--- src/rtl/core/hidset_pkg.sv ---
package hidset_pkg;

    // Result status codes
    localparam logic [2:0] STATUS_INSERTED = 3'd0;
    localparam logic [2:0] STATUS_PRESENT  = 3'd1;
    localparam logic [2:0] STATUS_FULL     = 3'd2;
    localparam logic [2:0] STATUS_ABSENT   = 3'd3;
    localparam logic [2:0] STATUS_ZERO     = 3'd4;

    // Opcodes
    localparam logic OP_INSERT = 1'b0;
    localparam logic OP_LOOKUP = 1'b1;

    // splitmix64 finalizer constants
    localparam logic [63:0] MIX_MUL1 = 64'hbf58476d1ce4e5b9;
    localparam logic [63:0] MIX_MUL2 = 64'h94d049bb133111eb;
    localparam int          MIX_SH0  = 30;
    localparam int          MIX_SH1  = 27;
    localparam int          MIX_SH2  = 31;

    localparam int OCC_W = 13;

    typedef enum logic [2:0] {
        ST_CLEAR,
        ST_IDLE,
        ST_HASH,
        ST_READ,
        ST_CMP,
        ST_PUSH
    } hidset_state_t;

    typedef enum logic {
        HS_IDLE,
        HS_RUN
    } hidset_hash_state_t;

endpackage

--- src/rtl/core/hidset_hash.sv ---
module hidset_hash (
    input  logic        aclk,
    input  logic        aresetn,
    input  logic        start,
    input  logic [63:0] key,
    output logic        done,
    output logic [63:0] hash
);

    hidset_pkg::hidset_hash_state_t state_reg, state_next;

    logic [1:0]  phase_reg;
    logic        round_reg;
    logic [63:0] x_reg;
    logic [63:0] prod_reg;
    logic [63:0] acc_reg;
    logic [63:0] hash_reg;
    logic        done_reg;

    logic [63:0] mul_const;
    logic [31:0] mul_a;
    logic [31:0] mul_b;
    logic [63:0] acc_fin;

    // One 32x32 multiplier; the low 64 bits of a 64x64 product need three partials
    always_comb begin
        mul_const = round_reg ? hidset_pkg::MIX_MUL2 : hidset_pkg::MIX_MUL1;
        mul_a     = (phase_reg == 2'd2) ? x_reg[63:32] : x_reg[31:0];
        mul_b     = (phase_reg == 2'd1) ? mul_const[63:32] : mul_const[31:0];
        acc_fin   = acc_reg + {prod_reg[31:0], 32'h0};
    end

    always_comb begin
        state_next = state_reg;
        case (state_reg)
            hidset_pkg::HS_IDLE: begin
                if (start) state_next = hidset_pkg::HS_RUN;
            end
            hidset_pkg::HS_RUN: begin
                if (phase_reg == 2'd3 && round_reg) state_next = hidset_pkg::HS_IDLE;
            end
            default: state_next = hidset_pkg::HS_IDLE;
        endcase
    end

    always_ff @(posedge aclk) begin
        if (!aresetn) begin
            state_reg <= hidset_pkg::HS_IDLE;
            done_reg  <= 1'b0;
        end else begin
            state_reg <= state_next;
            done_reg  <= (state_reg == hidset_pkg::HS_RUN) && (phase_reg == 2'd3)
                         && round_reg;
        end
    end

    always_ff @(posedge aclk) begin
        if (state_reg == hidset_pkg::HS_IDLE) begin
            if (start) begin
                x_reg     <= key ^ (key >> hidset_pkg::MIX_SH0);
                phase_reg <= 2'd0;
                round_reg <= 1'b0;
            end
        end else begin
            if (phase_reg != 2'd3) begin
                prod_reg <= 64'(mul_a) * 64'(mul_b);
            end
            case (phase_reg)
                2'd1:    acc_reg <= prod_reg;
                2'd2:    acc_reg <= acc_fin;
                default: ;
            endcase
            phase_reg <= phase_reg + 2'd1;
            if (phase_reg == 2'd3) begin
                if (!round_reg) begin
                    x_reg     <= acc_fin ^ (acc_fin >> hidset_pkg::MIX_SH1);
                    round_reg <= 1'b1;
                end else begin
                    hash_reg <= acc_fin ^ (acc_fin >> hidset_pkg::MIX_SH2);
                end
            end
        end
    end

    assign done = done_reg;
    assign hash = hash_reg;

endmodule

--- config.mk ---
export PLATFORM = sky130hd
export DESIGN_NAME = hidset_hash
export DESIGN_NICKNAME = d
export VERILOG_FILES = /design/src/rtl/core/hidset_pkg.sv /design/src/rtl/core/hidset_hash.sv
export SDC_FILE = /design/constraint.sdc
export NUM_CORES = 2
export LEC_CHECK = 0
export ABC_AREA = 0
export BUFFER_PORTS_ARGS = -buffer_cell sky130_fd_sc_hd__buf_2
export CORE_MARGIN = 3
export CORE_UTILIZATION = 25
export DETAILED_ROUTE_END_ITERATION = 12
export PLACE_DENSITY = 0.35
export SLEW_MARGIN = 20
export SYNTH_ARGS = -nofsm -noshare
export SYNTH_HDL_FRONTEND = slang
export SYNTH_SLANG_ARGS = --single-unit
--- constraint.sdc ---
create_clock -name aclk -period 11.9 [get_ports aclk]
set_clock_uncertainty 0.15 [all_clocks]
set_input_delay 1.19 -clock aclk [delete_from_list [all_inputs] [get_ports aclk]]
set_output_delay 1.19 -clock aclk [all_outputs]
set_load 0.05 [all_outputs]
==> Word level (Yosys, flattened, before mapping) <==
Index checks and enable logic that the tools add are counted.
Widths: inputs -> output; s select.
{ "word_totals": {"elab_cells": 47, "ff_bits": 261, "output_inout_bits": 65, "input_bits": 67} }
{ "op_classes": {"add_sub_neg": 2, "eq_ne": 6, "mux": 16, "mul": 1, "n_reduce_logical": 10, "n_bitwise": 4} }
{ "op_table": {"columns": ["operator", "n"], "rows": [
  ["$mux 64", 4],
  ["$pmux 64 s2", 1],
  ["$add 64x64->64", 1],
  ["$mul 32x32->64", 1],
  ["$mux 32", 2],
  ["$xor 64x33->64", 1],
  ["$xor 64x34->64", 1],
  ["$xor 64x37->64", 1],
  ["$mux 62", 1],
  ["$reduce_and 2->1", 3],
  ["$reduce_and 3->1", 2],
  ["$mux 1", 5],
  ["$eq 2x2->1 const B", 2],
  ["$mux 2", 2],
  ["$ne 2x2->1 const B", 2],
  ["$reduce_bool 2->1", 2],
  ["$logic_and 1x1->1", 3],
  ["$add 2x1->2 const B", 1],
  ["$eq 2x1->1 const B", 1],
  ["$ne 2x1->1 const B", 1],
  ["$pmux 1 s2", 1],
  ["$not 1->1", 1]
]} }

==> Logic depth before layout (Yosys ltp) <==
{ "depth": {"word_depth": 5, "ltp_mapped": 35, "mapped_depth_nobuf": 32} }

==> Least setup slack after synthesis <==
Ideal clock, no wire load.
{ "synth_timing": {"path_kind": "register to register", "from": "reg phase_reg[0]", "to": "reg prod_reg[48] (data pin)", "setup_time_ns": 0.258, "slack_ns": 2.790, "synth_period_minus_slack_ns": 9.110, "stages_incl_launch_ff": 32, "t_required_ns": 11.492, "t_arrival_ns": 8.703, "path_buffers": 4, "path_cell_list": "edfxtp_1 > inv_1 > ha_1 > buf_1 > buf_1 > mux2_2 > inv_1 > buf_1 > nor2_1 > ha_1 > a21o_1 > fa_1 > fa_1 > inv_1 > fa_1 > inv_1 > fa_1 > fa_1 > fa_1 > fa_1 > ha_1 > clkbuf_1 > a21o_1 > a21o_1 > a211oi_1 > o21ai_0 > nor4b_1 > nor3_1 > or2_2 > a21boi_1 > o21bai_1 > xnor2_1"} }
{ "synth_between": {"elab_chain_len": 3, "word_cells_on_any_way": 5, "classes_between": "mul: 1; eq/ne: 2; mux: 2"} }
{ "synth_rtl": {"columns": ["item", "line_no", "text"], "rows": [
  ["start: declaration", "hidset_hash.sv:12", "logic [1:0] phase_reg;"],
  ["start signal: assignment", "hidset_hash.sv:73", "phase_reg <= phase_reg + 2'd1;"],
  ["$eq 2x2->1 or $eq 2x1->1 (tied branches)", "hidset_hash.sv:28, hidset_hash.sv:29", null],
  ["$mux 32 (on tied branches)", "hidset_hash.sv:28, hidset_hash.sv:29", null],
  ["$mul 32x32->64 *", "hidset_hash.sv:66", "prod_reg <= 64'(mul_a) * 64'(mul_b);"],
  ["end signal: assignment", "hidset_hash.sv:66", null],
  ["end: declaration", "hidset_hash.sv:15", "logic [63:0] prod_reg;"]
]} }
Mark *: on every way between the ends. The rest lies on a longest branch, timed or not.
A chain may end at the register's enable or synchronous reset.

==> Final worst setup path <==
{ "layout_timing": {"from": "reg phase_reg[0]", "to": "reg prod_reg[60] (data pin)"} }
The elaborated chain is that of the path after synthesis.

==> flow_results.org <==
** STA
- Slew Limit Headroom :: 22.3%
- Setup repair after global routing missed its margin :: false
- Final max-slew violation count :: 0
- Final period demand of the worst path :: 11.13 ns
- Setup slack on the critical path of the routed design comes to 0.768 ns.
- Timing would allow up to 89.8 MHz.
- Final period util :: 93.5%
- Setup violations remaining at the end of the flow were counted as 0.
- Hold Vio Cnt, Final :: 0
- Setup total negative slack on the finished layout was measured at 0 ns.
- At the pin with the least slew margin, the transition time is 1.16 ns.
- Across all hold checks on the routed design, the worst slack comes to 0.410 ns.

** Layout
- Most frequent cells in the layout :: 1,011 x sky130_fd_sc_hd__inv_1, 784 x sky130_fd_sc_hd__fa_1, 402 x sky130_fd_sc_hd__ha_1
- Total number of nets in the final design :: 5,384
- Most frequent standard cell in the layout excluding fill and tap cells :: sky130_fd_sc_hd__inv_1
- Area of all placed cells without fillers :: 45,700 µm²
- The area growth from synthesis to layout is 10.2%.
- The post-route netlist has 8.09% of its cells at a drive strength greater than 1.

** Setup path
- The critical path is of the flop to flop type.
- Along the worst path, the maximum fanout reaches 22.
- Endpoint of the lowest-slack register-to-register path :: prod_reg[60]
- Sum of buffers and inverters on the critical path :: 7
- Crit-path leading delay family :: adder cells
- Critical-path cell with the highest stage delay :: sky130_fd_sc_hd__nor4b_1
- STA puts the critical path data arrival time at 11.29 ns.
- Worst reg2reg path startpoint :: phase_reg[0]
- Setup crit end kind :: flop
- Startpoint types :: flop
- Worst Reg-to-Reg Cells :: 30
- For this run, the slowest stage of the critical path takes 0.70 ns.
- CP dominant cell by count :: sky130_fd_sc_hd__fa_1
- In this run the register-to-register setup slack is 0.77 ns.
- For the worst setup path, the data required time is 12.06 ns.

** Placement
- Once placement finished, the instance area stood at 45,000 µm².
- Dpl ws :: 0.928 ns
- Number of buffers added on ports :: 131
- Placer congestion estimate :: 0.905
- Half-perimeter wire length of the detailed placement result :: 147,000 µm

** Global routing
- Maximum number of pins on one net before global-route repair :: 79
- Vias in the first global route :: 30,800
- Global routing finished with a remaining overflow of 0.
- All-layer global routing usage :: 19.6%
- The first global-routing pass estimated 238,000 µm of wire.
- The number of antenna violations at the first check in global routing came to 8.

** Drt
- The first detailed-routing pass ran for 6 iterations.
- Post-DR vias/cell :: 4.50
- Avg WL per Cell :: 26.5 µm
- Detailed-route DRC error count :: 0
- Antenna Nets Post-Route :: 0
- Via total after detailed routing :: 28,400
- For this block, the initial DRC count from the detailed router was 2,069.
- The routed design has 168,000 µm of wire.

** Worst hold path
- For hold timing, the worst endpoint is acc_reg[36].
- Hold WC Path Type :: flop to flop
- The startpoint identified for the worst hold timing path is prod_reg[36].
- Hold Path Stages :: 1

** Clock network
- In this run the number of H-tree levels came out at 1.
- Sink Count :: 261
- Counting the buffers created by CTS gives 24.
- Clock-pin slew on the worst setup and hold paths :: 0.08 ns
- TritonCTS built the clock tree.
- Hold-fix buffers at CTS :: 0
- Number of buffers on the longest clock path :: 3
- In this run, post-CTS repair resized a total of 0 instances.
- Post-CTS setup buffers :: 0
- Clock latency on the worst-skew pair, taken at its later pin, is 0.56 ns.
- The tree is rooted in a sky130_fd_sc_hd__clkbuf_16.

** Die
- Standard-cell rows :: 148
- Die height :: 413 µm
- Area enclosed by the die boundary :: 171,000 µm²
- Effective utilization at floorplan :: 25.3%
- For this design the top-level I/O count stands at 132.
- Die span in x :: 413 µm
- The core region is 164,000 µm².

** Yosys
- The synthesized netlist contains 76 unique library cells.
- Number of nets in the synthesized netlist :: 5,285
- Ys async rst share :: 0%
- For this run, the number of Yosys warnings is 0.
- Number of register bits inferred by synthesis :: 261
- Sequential element share of the synthesized area :: 18.8%
- For this run, the leading register cell type out of synthesis is sky130_fd_sc_hd__edfxtp_1.
- A synthesized cell averages 10.3 µm².
- Mapped cell area :: 41,500 µm²
- Yosys mapped a number of flops with a built-in enable equal to 259.
- In the synthesized netlist, the number of instances is 4,030.

** Outcome
- Status :: finished clean

** Job
- The tool flagged a number of max-cap violations equal to 0.
[how the worst max path moves through the flow]
stage,cells past startpoint,start,endpoint
2_1_floorplan,31,phase_reg[0],prod_reg[48]
3_3_place_gp,30,phase_reg[0],prod_reg[60]
3_5_place_dp,30,phase_reg[0],prod_reg[60]
4_1_cts,30,phase_reg[0],prod_reg[60]
5_1_grt,30,phase_reg[0],prod_reg[60]
6_report,30,phase_reg[0],prod_reg[60]
[layer usage]
layer  up-vias  track usage [%]  wire length [µm]
met3       128             1.15              5330
met5         -                0                 0
met2       628             31.3             76600
li1      12700                -                 -
met1     15000             29.5             81800
met4         0             3.69              3780
[stage by stage]
stage          instances  util, %
6_report            6319     27.9
5_1_grt             6318     27.9
4_1_cts             6318     27.9
3_5_place_dp        6278     27.5
3_3_place_gp        6277     27.4
2_1_floorplan       4030        -
[synth_stat cells (3+ instances only)]
master	number	area, µm²
sky130_fd_sc_hd__inv_1	1011	3790
sky130_fd_sc_hd__fa_1	784	15700
sky130_fd_sc_hd__ha_1	404	5050
sky130_fd_sc_hd__nor2_1	303	1140
sky130_fd_sc_hd__edfxtp_1	259	7780
sky130_fd_sc_hd__nand2_1	232	871
sky130_fd_sc_hd__a21oi_1	154	771
sky130_fd_sc_hd__xnor2_1	112	981
sky130_fd_sc_hd__clkbuf_1	102	383
sky130_fd_sc_hd__o21ai_0	97	485
sky130_fd_sc_hd__xor2_1	92	806
sky130_fd_sc_hd__mux2_2	73	822
sky130_fd_sc_hd__a21o_1	67	503
sky130_fd_sc_hd__nor2b_1	43	269
sky130_fd_sc_hd__nand3_1	28	140
sky130_fd_sc_hd__nor3_1	26	130
sky130_fd_sc_hd__nand4_1	18	113
sky130_fd_sc_hd__o21bai_1	17	128
sky130_fd_sc_hd__o22ai_1	15	93.8
sky130_fd_sc_hd__buf_1	14	52.6
sky130_fd_sc_hd__mux2i_1	12	120
sky130_fd_sc_hd__a211oi_1	11	82.6
sky130_fd_sc_hd__a31oi_1	10	62.6
sky130_fd_sc_hd__and3_1	10	62.6
sky130_fd_sc_hd__o21a_1	9	67.6
sky130_fd_sc_hd__or2_2	9	56.3
sky130_fd_sc_hd__and2_1	8	50.1
sky130_fd_sc_hd__nand2b_1	8	50.1
sky130_fd_sc_hd__or3_1	8	50.1
sky130_fd_sc_hd__o21ai_1	6	30.0
sky130_fd_sc_hd__a31o_2	5	43.8
sky130_fd_sc_hd__clkinv_1	5	18.8
sky130_fd_sc_hd__o211ai_1	5	37.5
sky130_fd_sc_hd__o31ai_1	5	37.5
sky130_fd_sc_hd__a221o_1	4	40.0
sky130_fd_sc_hd__a211o_1	3	26.3
sky130_fd_sc_hd__nand3b_1	3	22.5
sky130_fd_sc_hd__nor4_1	3	18.8
sky130_fd_sc_hd__o21ai_2	3	26.3
sky130_fd_sc_hd__xnor3_1	3	67.6
[worst reg2reg max path: cells and delay by family (launching register included)]
family | cells | cell delay (ns)
buffers and inverters | 7 | 0.96
and+or+nand+nor | 4 | 1.51
adders and majority gates | 10 | 4.75
xor gates and xnor gates | 1 | 0.09
DFF | 1 | 0.50
AOI/OAI and AO/OA | 7 | 2.39
muxes | 1 | 0.57
[final cells by class]
| class | count | area [µm²] |
|---|---|---|
| Clock buffer | 34 | 659 |
| Fill cell | 17600 | 118000 |
| Clock inverter | 6 | 30.0 |
| Timing Repair Buffer | 190 | 1160 |
| Tap cell | 2175 | 2720 |
| Multi-Input combinational cell | 2635 | 29500 |
| Antenna cell | 1 | 2.50 |
| Sequential cell | 261 | 7820 |
| Inverter | 1017 | 3820 |
[cell families (layout without fill, tap and decap cells)]
group / after synthesis / in the layout / share of synthesized area, %
adders and majority gates: 1188 / 1188 / 50.0
muxes: 85 / 85 / 2.27
and+or+nand+nor: 708 / 708 / 7.35
buffers and inverters: 1134 / 1247 / 10.3
xor gates and xnor gates: 209 / 209 / 4.55
other: 0 / 1 / 0
DFF: 261 / 261 / 18.8
AOI/OAI and AO/OA: 445 / 445 / 6.69
Power is left out: the tool's default activity adds up to more than one toggle a clock period on the data nets, which glitch-free logic cannot reach.
